===== src/rtl/core/dlrx_pkg.sv =====
// Shared types and constants for the display link receive deframer.
// Used by dlrx_parser and display_link_rx_deframer_core; no dependencies.

package dlrx_pkg;

  // Longest accepted frame length byte and the shortest one.
  localparam int MAX_FRAME_LEN = 64;
  localparam int MIN_FRAME_LEN = 3;

  // Payload position / remaining count: frame_length - 1 is the largest value.
  localparam int POS_W = $clog2(MAX_FRAME_LEN);

  typedef logic [POS_W-1:0] pos_t;

  // Configuration register indexes.
  localparam int CFG_IDX_W = 2;
  typedef logic [CFG_IDX_W-1:0] cfg_idx_t;
  localparam cfg_idx_t CFG_HEADER_FIRST  = 2'd0;
  localparam cfg_idx_t CFG_HEADER_SECOND = 2'd1;
  localparam cfg_idx_t CFG_READ_COMMAND  = 2'd2;

  localparam logic [7:0] HEADER_FIRST_RST  = 8'h5A;
  localparam logic [7:0] HEADER_SECOND_RST = 8'hA5;
  localparam logic [7:0] READ_COMMAND_RST  = 8'h83;

  // Request type codes.
  localparam logic REQ_BYTE  = 1'b0;
  localparam logic REQ_FLUSH = 1'b1;

  typedef struct packed {
    logic [7:0] header_first;
    logic [7:0] header_second;
    logic [7:0] read_command;
  } cfg_t;

  typedef struct packed {
    logic       req_type;
    logic [7:0] rx_byte;
  } req_t;

  typedef struct packed {
    logic [15:0] vp_address;
    logic [7:0]  word_count;
    logic [7:0]  data_byte;
    logic [7:0]  data_index;
    logic        has_data;
    logic        last;
  } rsp_t;

  typedef enum logic [4:0] {
    ST_IDLE    = 5'b00001,
    ST_HDR1    = 5'b00010,
    ST_HDR2    = 5'b00100,
    ST_CMD     = 5'b01000,
    ST_PAYLOAD = 5'b10000
  } state_e;

endpackage


===== src/rtl/core/dlrx_parser.sv =====
// Frame parser state and next-state logic: one item per step_i pulse.
// Depends on dlrx_pkg.

module dlrx_parser (
  input  logic            clk_i,
  input  logic            rst_ni,
  input  logic            step_i,
  input  dlrx_pkg::req_t  req_i,
  input  dlrx_pkg::cfg_t  cfg_i,
  output logic            rsp_valid_o,
  output dlrx_pkg::rsp_t  rsp_o
);

  localparam logic [7:0] MaxLen = 8'(dlrx_pkg::MAX_FRAME_LEN);
  localparam logic [7:0] MinLen = 8'(dlrx_pkg::MIN_FRAME_LEN);

  dlrx_pkg::state_e state_q, state_d;
  dlrx_pkg::pos_t   remaining_q, remaining_d;
  dlrx_pkg::pos_t   pos_q, pos_d;
  logic             is_read_q, is_read_d;
  logic [15:0]      vp_q, vp_d;
  logic [7:0]       wc_q, wc_d;

  logic [7:0]       b;
  logic             fin;

  assign b   = req_i.rx_byte;
  assign fin = (remaining_q <= dlrx_pkg::pos_t'(1));

  always_comb begin
    state_d     = state_q;
    remaining_d = remaining_q;
    pos_d       = pos_q;
    is_read_d   = is_read_q;
    vp_d        = vp_q;
    wc_d        = wc_q;
    rsp_valid_o = 1'b0;
    rsp_o       = '0;

    if (req_i.req_type == dlrx_pkg::REQ_FLUSH) begin
      state_d = dlrx_pkg::ST_IDLE;
    end else begin
      case (state_q)
        dlrx_pkg::ST_HDR1: begin
          state_d = (b == cfg_i.header_second) ? dlrx_pkg::ST_HDR2 : dlrx_pkg::ST_IDLE;
        end
        dlrx_pkg::ST_HDR2: begin
          // Keep length - 1 directly as the payload count.
          if (b >= MinLen && b <= MaxLen) begin
            remaining_d = dlrx_pkg::pos_t'(b - 8'd1);
            state_d     = dlrx_pkg::ST_CMD;
          end else begin
            state_d = dlrx_pkg::ST_IDLE;
          end
        end
        dlrx_pkg::ST_CMD: begin
          is_read_d = (b == cfg_i.read_command);
          pos_d     = '0;
          vp_d      = '0;
          wc_d      = '0;
          state_d   = (remaining_q == '0) ? dlrx_pkg::ST_IDLE : dlrx_pkg::ST_PAYLOAD;
        end
        dlrx_pkg::ST_PAYLOAD: begin
          remaining_d = fin ? '0 : remaining_q - dlrx_pkg::pos_t'(1);
          pos_d       = pos_q + dlrx_pkg::pos_t'(1);
          if (fin) begin
            state_d = dlrx_pkg::ST_IDLE;
          end
          if (is_read_q) begin
            if (pos_q == dlrx_pkg::pos_t'(0)) begin
              vp_d = {b, 8'h00};
            end else if (pos_q == dlrx_pkg::pos_t'(1)) begin
              vp_d        = {vp_q[15:8], b};
              rsp_valid_o = fin;
            end else if (pos_q == dlrx_pkg::pos_t'(2)) begin
              wc_d        = b;
              rsp_valid_o = fin;
            end else begin
              rsp_valid_o      = 1'b1;
              rsp_o.data_byte  = b;
              rsp_o.data_index = 8'(pos_q) - 8'd3;
              rsp_o.has_data   = 1'b1;
            end
            rsp_o.vp_address = vp_d;
            rsp_o.word_count = wc_d;
            rsp_o.last       = fin;
          end
        end
        default: begin
          state_d = (b == cfg_i.header_first) ? dlrx_pkg::ST_HDR1 : dlrx_pkg::ST_IDLE;
        end
      endcase
    end
  end

  always_ff @(posedge clk_i or negedge rst_ni) begin
    if (!rst_ni) begin
      state_q     <= dlrx_pkg::ST_IDLE;
      remaining_q <= '0;
      pos_q       <= '0;
      is_read_q   <= 1'b0;
      vp_q        <= '0;
      wc_q        <= '0;
    end else if (step_i) begin
      state_q     <= state_d;
      remaining_q <= remaining_d;
      pos_q       <= pos_d;
      is_read_q   <= is_read_d;
      vp_q        <= vp_d;
      wc_q        <= wc_d;
    end
  end

endmodule


===== src/rtl/core/display_link_rx_deframer_core.sv =====
// Display link receive deframer, top level: input register, parser, result register
// and configuration registers. Depends on dlrx_pkg and dlrx_parser.
//
//  channel | signals                              | direction
//  --------+--------------------------------------+----------
//  in      | in_valid_i, in_stall_o, in_data_i    | receive
//  out     | out_valid_o, out_stall_i, out_data_o | send
//  cfg     | cfg_we_i, cfg_idx_i, cfg_wdata_i     | receive
//
// One item per cycle sustained while out_stall_i does not hold a full result register; an
// accepted item waits in the input register, then the parser step loads the result register.
// rst_ni clears the parser to idle, empties both registers and loads the
// default header and command bytes.
// out_stall_i holding a full result register backs up into in_stall_o in the
// same cycle once the input register is also full.

module display_link_rx_deframer_core (
  input  logic                 clk_i,
  input  logic                 rst_ni,
  input  logic                 in_valid_i,
  output logic                 in_stall_o,
  input  dlrx_pkg::req_t       in_data_i,
  output logic                 out_valid_o,
  input  logic                 out_stall_i,
  output dlrx_pkg::rsp_t       out_data_o,
  input  logic                 cfg_we_i,
  input  dlrx_pkg::cfg_idx_t   cfg_idx_i,
  input  logic [7:0]           cfg_wdata_i
);

  logic            in_valid_q;
  dlrx_pkg::req_t  in_q;
  logic            out_valid_q;
  dlrx_pkg::rsp_t  out_q;
  dlrx_pkg::cfg_t  cfg_q;

  logic            advance;
  logic            rsp_valid;
  dlrx_pkg::rsp_t  rsp;

  assign advance    = in_valid_q && (!out_valid_q || !out_stall_i);
  assign in_stall_o = in_valid_q && !advance;

  always_ff @(posedge clk_i or negedge rst_ni) begin
    if (!rst_ni) begin
      in_valid_q <= 1'b0;
    end else if (in_valid_i && !in_stall_o) begin
      in_valid_q <= 1'b1;
    end else if (advance) begin
      in_valid_q <= 1'b0;
    end
  end

  always_ff @(posedge clk_i) begin
    if (in_valid_i && !in_stall_o) begin
      in_q <= in_data_i;
    end
  end

  dlrx_parser u_parser (
    .clk_i       (clk_i),
    .rst_ni      (rst_ni),
    .step_i      (advance),
    .req_i       (in_q),
    .cfg_i       (cfg_q),
    .rsp_valid_o (rsp_valid),
    .rsp_o       (rsp)
  );

  always_ff @(posedge clk_i or negedge rst_ni) begin
    if (!rst_ni) begin
      out_valid_q <= 1'b0;
    end else if (advance) begin
      out_valid_q <= rsp_valid;
    end else if (!out_stall_i) begin
      out_valid_q <= 1'b0;
    end
  end

  always_ff @(posedge clk_i) begin
    if (advance && rsp_valid) begin
      out_q <= rsp;
    end
  end

  assign out_valid_o = out_valid_q;
  assign out_data_o  = out_q;

  always_ff @(posedge clk_i or negedge rst_ni) begin
    if (!rst_ni) begin
      cfg_q.header_first  <= dlrx_pkg::HEADER_FIRST_RST;
      cfg_q.header_second <= dlrx_pkg::HEADER_SECOND_RST;
      cfg_q.read_command  <= dlrx_pkg::READ_COMMAND_RST;
    end else if (cfg_we_i) begin
      case (cfg_idx_i)
        dlrx_pkg::CFG_HEADER_FIRST:  cfg_q.header_first  <= cfg_wdata_i;
        dlrx_pkg::CFG_HEADER_SECOND: cfg_q.header_second <= cfg_wdata_i;
        dlrx_pkg::CFG_READ_COMMAND:  cfg_q.read_command  <= cfg_wdata_i;
        default: ;
      endcase
    end
  end

  // A new result only appears after the parser took a step.
  a_rise_needs_step: assert property (@(posedge clk_i) disable iff (!rst_ni)
    $rose(out_valid_q) |-> $past(advance))
    else $error("result appeared without a parser step");

  // An empty end marker is always the frame's last result.
  a_empty_is_last: assert property (@(posedge clk_i) disable iff (!rst_ni)
    out_valid_q |-> (out_q.has_data || out_q.last))
    else $error("empty result not marked last");

  // A flush never yields a result.
  a_flush_silent: assert property (@(posedge clk_i) disable iff (!rst_ni)
    (advance && in_q.req_type == dlrx_pkg::REQ_FLUSH) |=> !out_valid_q)
    else $error("flush produced a result");

  // Input backs up only when the result register is full and stalled.
  a_stall_cause: assert property (@(posedge clk_i) disable iff (!rst_ni)
    in_stall_o |-> (in_valid_q && out_valid_q && out_stall_i))
    else $error("input stalled without downstream stall");

endmodule

===== config.mk =====
export PLATFORM = sky130hd
export DESIGN_NAME = display_link_rx_deframer_core
export DESIGN_NICKNAME = d
export VERILOG_FILES = /design/src/rtl/core/dlrx_pkg.sv /design/src/rtl/core/dlrx_parser.sv /design/src/rtl/core/display_link_rx_deframer_core.sv
export SDC_FILE = /design/constraint.sdc
export NUM_CORES = 1
export LEC_CHECK = 0
export ABC_AREA = 1
export BUFFER_PORTS_ARGS = -buffer_cell sky130_fd_sc_hd__buf_2
export CAP_MARGIN = 20
export CORE_MARGIN = 3
export CORE_UTILIZATION = 43
export CTS_BUF_LIST = sky130_fd_sc_hd__clkbuf_16
export DETAILED_ROUTE_END_ITERATION = 16
export SLEW_MARGIN = 25
export SYNTH_ARGS = -nofsm -noshare
export SYNTH_HDL_FRONTEND = slang
export SYNTH_HIERARCHICAL = 1
export SYNTH_SLANG_ARGS = --single-unit

===== constraint.sdc =====
create_clock -name clk_i -period 7.85 [get_ports clk_i]
set_input_delay 0.785 -clock clk_i [delete_from_list [all_inputs] [get_ports clk_i]]
set_output_delay 0.785 -clock clk_i [all_outputs]
set_load 0.01 [all_outputs]

==> results of run 1 <==
per-layer routing:
metal  part of all wire [%]  vias up  track usage (%)  wire [um]
li1                       -     2265                -          -
met5                      0        -                0          0
met3                    5.2       19             4.93        699
met4                    1.4        0             7.07        190
met1                     48     2165             26.7       6400
met2                     46      133             29.0       6090
final cells by class:
type,instances,area (sq um)
fill,1228,6450
sequential,119,3250
multi-input combinational,429,2140
clock buffer,17,425
timing repair buffer,69,370
inverter,85,319
tap,176,220
clock inverter,15,124
layout by cell type (no fill, tap or decap), drive strengths merged:
cell / instances
o22ai: 28
xor2: 10
nand2: 185
clkinvlp: 3
dfstp: 12
nand4: 22
a21oi: 6
buf: 69
ha: 9
bufinv: 2
o32ai: 1
o21ai: 32
dfrtp: 56
xnor2: 10
nand3b: 2
inv: 89
nand3: 35
nor3: 5
edfxtp: 51
nor2: 84
clkinv: 6
clkbuf: 17
cells by family after synthesis:
logic type / count (synthesis)
buffers and inverters: 107
flip-flops: 119
AND/OR/NAND/NOR: 333
AO/OA/AOI/OAI: 67
XOR/XNOR: 20
adder cells (fa/ha/maj): 9
per-stage QoR:
step | utilization (%) | instance area, sq um | total power [W] | hold WS [ns]
finish | 51.5 | 6840 | 0.00151 | 0.467
global route | 51.5 | 6840 | 0.00157 | 0.491
CTS | 51.3 | 6820 | 0.00152 | 0.470
detailed placement | 47.1 | 6270 | 0.000800 | 0.462
global placement | 47.1 | 6270 | 0.000797 | 0.462
floorplan | - | 5860 | 0.000767 | 0.449
state kept, by name (all words and copies together), names as in the netlist:
| name | cells |
|---|---|
| u_parser/remaining_q | 6 |
| u_parser/vp_q | 16 |
| out_data_o | 42 |
| u_parser/wc_q | 8 |
| cfg_q | 24 |
| u_parser/pos_q | 6 |
| u_parser/is_read_q | 1 |
| in_valid_q | 1 |
| out_valid_o | 1 |
| in_q | 9 |
| u_parser/state_q | 5 |
worst max-delay path by stage:
stage                     end  depth (start not counted)
2_1_floorplan   out_data_o[0]                         10
3_3_place_gp   out_data_o[39]                          7
3_5_place_dp   out_data_o[39]                          7
4_1_cts        out_data_o[33]                          7
5_1_grt        out_data_o[33]                          8
6_report       out_data_o[13]                          8
power groups by stage:
| stage | sequential (W) | clock, W | combinational, W |
|---|---|---|---|
| CTS | 0.000702 | 0.000733 | 0.0000878 |
| finish | 0.000701 | 0.000721 | 0.0000863 |
| global placement | 0.000712 | 0 | 0.0000852 |
| global route | 0.000704 | 0.000765 | 0.000102 |
| floorplan | 0.000701 | 0 | 0.0000658 |
| detailed placement | 0.000713 | 0 | 0.0000874 |
worst min-delay path, delay by kind of cell (launching register included):
family           cells  cell delay [ns]
flip-flops           1             0.37
AND/OR/NAND/NOR      2             0.09
==> results by group, run 1 <==
Outcome
  – Status: finished, final reports clean

Hold path
  – Hold_sp: cfg_q[22]
  – Hold depth: 2
  – Hold worst-path end: cfg_q[22]
  – Hold WC Path Type: register to register

Clock tree
  – Clock tree buffer depth: 2
  – Clock sink count: 119
  – Post-CTS Setup Inserts: 0
  – Hold buffer count at CTS: 0
  – Clock Latency Late Sink: 0.42 ns
  – Post-CTS Resized: 0
  – CTS tree: built
  – Cts bufs inserted: 17
  – H-tree levels: 4
  – Root Buffer: clkbuf_16
  – Clk slew on worst S/H paths: 0.05 ns

Final layout
  – Final Non-Filler Cells: 910
  – Layout Nets: 754
  – N_diodes: 0
  – Area growth syn-to-layout: 16.7%
  – Layout cell share with drive strength beyond 1: 16.9%

Power
  – Pleak: 3.33 nW
  – Seq pwr share: 46.5%
  – P_int: 0.00117 W
  – Switching pwr: 0.000344 W
  – Switching Share: 22.8%
  – Combinational share of power: 5.7%
  – Clock power share: 47.8%
  – Worst vdd ir: 0.116 mV
  – Pwr Density: 221 nW/um^2

Worst setup path
  – Worst path most repeated cell: inv_1
  – FF-to-FF setup slack: 5.13 ns
  – Cell family with most CP delay: simple AND/OR/NAND/NOR gates
  – CP max FO: 28
  – Setup crit start kind: register
  – FF-to-FF Start: u_parser/pos_q[0]
  – Crit-path cells: inv_1, ha_1, nand2_2, nand3_2, nand2_1, inv_1, nor2_4, buf_16
  – Worst reg2reg path depth: 8
  – Crit path DAT: 2.84 ns
  – Worst EP required: 7.97 ns
  – Worst path buffer plus inverter count: 3
  – Crit path launch: u_parser/pos_q[0]
  – Critical path endpoint category: register
  – RR Endpoint: out_data_o[13]
  – Slowest cell on crit path: dfrtp_1
  – Crit path kind: register to register
  – Max stage delay on crit path: 0.44 ns

Floorplan
  – Chip width: 123 um
  – Row cnt: 42
  – Chip height: 123 um
  – Die area: 15100 sq um
  – Starting Density: 44.1%
  – CORE AREA: 13300 sq um
  – Io pins: 68

STA
  – Worst Clk Skew: 0.0101 ns
  – Transition time of the tightest slew-check pin: 0.897 ns
  – Final setup vio count: 0
  – RSZ-0062 raised after global routing: no
  – Fmax: 368 MHz
  – Final worst-path setup slack: 5.13 ns
  – Worst rel slew slack: 40.2%
  – Fin. Hold Viols: 0
  – Setup TNS: 0 ns
  – Crit path time final: 2.72 ns
  – Max Slew Vio Count: 0
  – Period utilization: 34.6%

Place
  – Routability cong.: 0.868
  – PortBufs: 67
  – Placed insts: 877
  – Post-DP HPWL: 9300 um
  – Pre-CTS worst setup slack: 4.82 ns

Logic synthesis
  – Sequential area share after synthesis: 55.4%
  – Xor/xnor share of the synthesized area: 2.99%
  – Seq cells post-synth: 119
  – Synth Area in Simple Gates: 25.0%
  – Cell Area, Synth: 5860 sq um
  – Gate Count Post-Synth: 655
  – Fraction of registers with async set/reset: 57.1%
  – Largest family of logic cells by synthesized area: simple AND/OR/NAND/NOR gates
  – Top post-synthesis cells by area: edfxtp_1 26%, dfrtp_1 24%, nand2_1 11%
  – Top cell type's share of synthesized area: 26.1%
  – Adder-Cell Fraction of Synth Area: 1.92%
  – Primary FF master, synth: dfrtp_1
  – Commonest cells in the netlist: 179 x nand2_1, 83 x inv_1, 78 x nor2_1
  – Cell with the most instances after synthesis: nand2_1
  – Net count after synthesis: 688
  – Post-synthesis compound-gate area fraction: 6.38%
  – Unique masters post-synth: 30
  – Synth area leader: edfxtp_1
  – Multiplexer area fraction after synthesis: 0%
  – Post-synth EDFFs: 51
  – Avg Inst Size Synth: 8.95 sq um
  – Synth warn: 6

GRT
  – GR Util All Layers: 19.2%
  – First-pass GRT wire length: 21900 um
  – Largest net degree at the start of global routing: 69
  – Vias in the first global route: 4299
  – Initial antenna violation count: 0
  – Gr ovfl total: 0

Route
  – Avg Vias per Cell: 5.04
  – WL/cell: 14.7 um
  – DRT Pass-1 Iters: 4
  – # DRC: 0
  – Via Count: 4582
  – WL final: 13400 um
  – DRT antenna net count: 0
  – DRT iter0 DRCs: 325

Flow run
  – Max_cap viols: 0
(Power assumes the default switching activity.)
==> run 2: changes to the inputs <==
--- a/config.mk
+++ b/config.mk
@@ -5,7 +5,7 @@
 export SDC_FILE = /design/constraint.sdc
 export NUM_CORES = 1
 export LEC_CHECK = 0
-export ABC_AREA = 1
+export ABC_AREA = 0
 export BUFFER_PORTS_ARGS = -buffer_cell sky130_fd_sc_hd__buf_2
 export CAP_MARGIN = 20
 export CORE_MARGIN = 3
==> constraint.sdc (replaced) <==
create_clock -name clk_i -period 2.37 [get_ports clk_i]
set_input_delay 0.237 -clock clk_i [delete_from_list [all_inputs] [get_ports clk_i]]
set_output_delay 0.237 -clock clk_i [all_outputs]
set_load 0.01 [all_outputs]
==> run 2 against run 1 <==
Net effect: first-iteration DRC count down 7.4%; core utilization up 3.9 points; sequential power rose to 3.3 times the previous value; final cell count down 17%; synthesized area down 4.5%; highest routed layer unchanged.
==> results by group, run 2 <==
Outcome
  – Status: finished, final reports clean

Place
  – Placed insts: 711
  – Pre-CTS worst setup slack: 0.220 ns
  – Routability cong.: 0.889
  – PortBufs: 67
  – Placed inst area: 6360 sq um
  – Post-DP HPWL: 8820 um

Clock tree
  – Clk slew on worst S/H paths: 0.05 ns
  – Root Buffer: clkbuf_16
  – Clock tree buffer depth: 2
  – Cts bufs inserted: 17
  – Clock Latency Late Sink: 0.42 ns
  – CTS tree: built
  – Clock sink count: 119
  – H-tree levels: 4

Route
  – WL final: 12700 um
  – DRT iter0 DRCs: 301
  – DRT antenna net count: 0
  – # DRC: 0
  – WL/cell: 16.9 um
  – Via Count: 4027
  – Avg Vias per Cell: 5.35
  – DRT Pass-1 Iters: 7

Logic synthesis
  – Seq cells post-synth: 119
  – Synth warn: 6
  – Top cell type's share of synthesized area: 27.4%
  – Unique masters post-synth: 58
  – Primary FF master, synth: dfrtp_1
  – Net count after synthesis: 498
  – Avg Inst Size Synth: 12.0 sq um
  – Synth area leader: edfxtp_1
  – Post-synth EDFFs: 51
  – Commonest cells in the netlist: 56 x dfrtp_1, 51 x edfxtp_1, 36 x nor2_1
  – Cell Area, Synth: 5600 sq um
  – Cell with the most instances after synthesis: dfrtp_1
  – Gate Count Post-Synth: 465
  – Fraction of registers with async set/reset: 57.1%
  – Sequential area share after synthesis: 58.0%
  – Top post-synthesis cells by area: edfxtp_1 27%, dfrtp_1 25%, dfstp_2 5.6%

Final layout
  – Area of the multi-input gates: 2270 sq um
  – Max FFs per register: 42
  – Most frequent cells in the layout: 67 x buf_2, 55 x dfrtp_1, 51 x edfxtp_1
  – N_diodes: 0
  – Fill count: 1085
  – Layout Nets: 601
  – Area growth syn-to-layout: 25.3%
  – FF/Latch Area: 3250 sq um
  – Layout cell share with drive strength beyond 1: 32.9%
  – Post-Layout Inst Area: 7010 sq um
  – Final Non-Filler Cells: 753
  – Most common cell after layout, fill and taps aside: buf_2
  – Final core utilization: 55.3%

Power
  – Pleak: 2.81 nW
  – Pwr Density: 719 nW/um^2
  – Worst vdd ir: 0.472 mV

Worst setup path
  – Crit path launch: u_parser/pos_q[4]
  – Critical path endpoint category: register
  – RR Endpoint: u_parser/wc_q[6]
  – FF-to-FF Start: u_parser/pos_q[4]
  – Setup crit start kind: register
  – Worst EP required: 2.73 ns
  – CP max FO: 12
  – Worst reg2reg path depth: 4
  – Worst setup path endpoint: u_parser/wc_q[6]
  – Crit path DAT: 2.53 ns
  – FF-to-FF setup slack: 0.19 ns
  – Crit path kind: register to register

STA
  – Worst Clk Skew: 0.00514 ns
  – Transition time of the tightest slew-check pin: 0.752 ns
  – Final worst-path setup slack: 0.193 ns
  – RSZ-0062 raised after global routing: no
  – Fmax: 459 MHz
  – Crit path time final: 2.18 ns
  – Fin. Hold Viols: 0
  – Period utilization: 91.8%
  – Worst rel slew slack: 49.8%
  – Max Slew Vio Count: 0
  – Hold_ws: 0.0202 ns
  – Final setup vio count: 0

Floorplan
  – Io pins: 68
  – Starting Density: 44.2%
  – CORE AREA: 12700 sq um
  – Row cnt: 41
  – Chip height: 120 um
  – Chip width: 120 um
  – Die area: 14400 sq um

GRT
  – Gr ovfl total: 0
  – Initial antenna violation count: 0
  – GR Util All Layers: 19.0%
  – Largest net degree at the start of global routing: 43
  – Vias in the first global route: 4138
  – First-pass GRT wire length: 21200 um

Hold path
  – Hold WC Path Type: primary input to register
  – Hold depth: 2

Flow run
  – Max_cap viols: 0
run 2: how the worst min path moves through the flow:
stage	startpoint	end	slack, ns
final	in_valid_i	in_valid_q	0.02
after global routing	in_valid_i	in_valid_q	0.03
after CTS	in_valid_i	in_valid_q	0.01
after detailed placement	rst_ni	u_parser/remaining_q[1]	0.31
after floorplan	rst_ni	cfg_q[11]	-0.06
after global placement	rst_ni	u_parser/remaining_q[1]	0.29
run 2: worst max-delay path, cell delays in order, from the launching register on:
cell,delay (ns)
dfrtp_1,0.37
or4_4,0.56
or4b_4,0.62
nor3_4,0.35
a22o_1,0.21
run 2: cells by family after synthesis:
logic type,share of synthesized area [%]
AND/OR/NAND/NOR,14.0
flip-flops,58.0
AO/OA/AOI/OAI,11.4
buffers and inverters,2.75
XOR/XNOR,5.32
multiplexers,6.50
adder cells (fa/ha/maj),2.01
run 2: per-layer routing:
layer / vias to the layer above / wire (um) / global-route usage (%) / part of all wire (%)
li1: 1920 / - / - / -
met1: 1964 / 5760 / 24.4 / 45
met2: 112 / 6020 / 30.3 / 47
met3: 31 / 646 / 5.42 / 5.1
met4: 0 / 282 / 7.52 / 2.2
met5: - / 0 / 0 / 0
run 2: cell type report:
| cell class | instances | area share (%) |
|---|---|---|
| Clock inverter | 15 | 1.75 |
| Timing Repair Buffer | 109 | 9.81 |
| Clock buffer | 17 | 6.07 |
| Inverter | 12 | 0.642 |
| Multi-Input combinational cell | 309 | 32.3 |
| Sequential cell | 119 | 46.3 |
| Tap cell | 172 | 3.07 |
run 2: power breakdown:
part | switching, W | internal (W) | leakage (nW)
Combinational | 0.000162 | 0.000178 | 1.27
Clock | 0.000873 | 0.00151 | 0.284
Sequential | 0.0000644 | 0.00226 | 1.25
Total | 0.00110 | 0.00395 | 2.81
run 2: metrics by stage:
step	TNS, ns	total power [W]
3_3_place_gp	0	0.00268
6_report	0	0.00504
5_1_grt	0	0.00523
3_5_place_dp	0	0.00269
2_1_floorplan	-1.88	0.00256
4_1_cts	0	0.00509
run 2: timing repair:
item	4_1_cts	5_1_grt
gates resized for setup	0	0
setup buffers	0	0
endpoints found under the hold margin	34	0
hold buffers	10	0
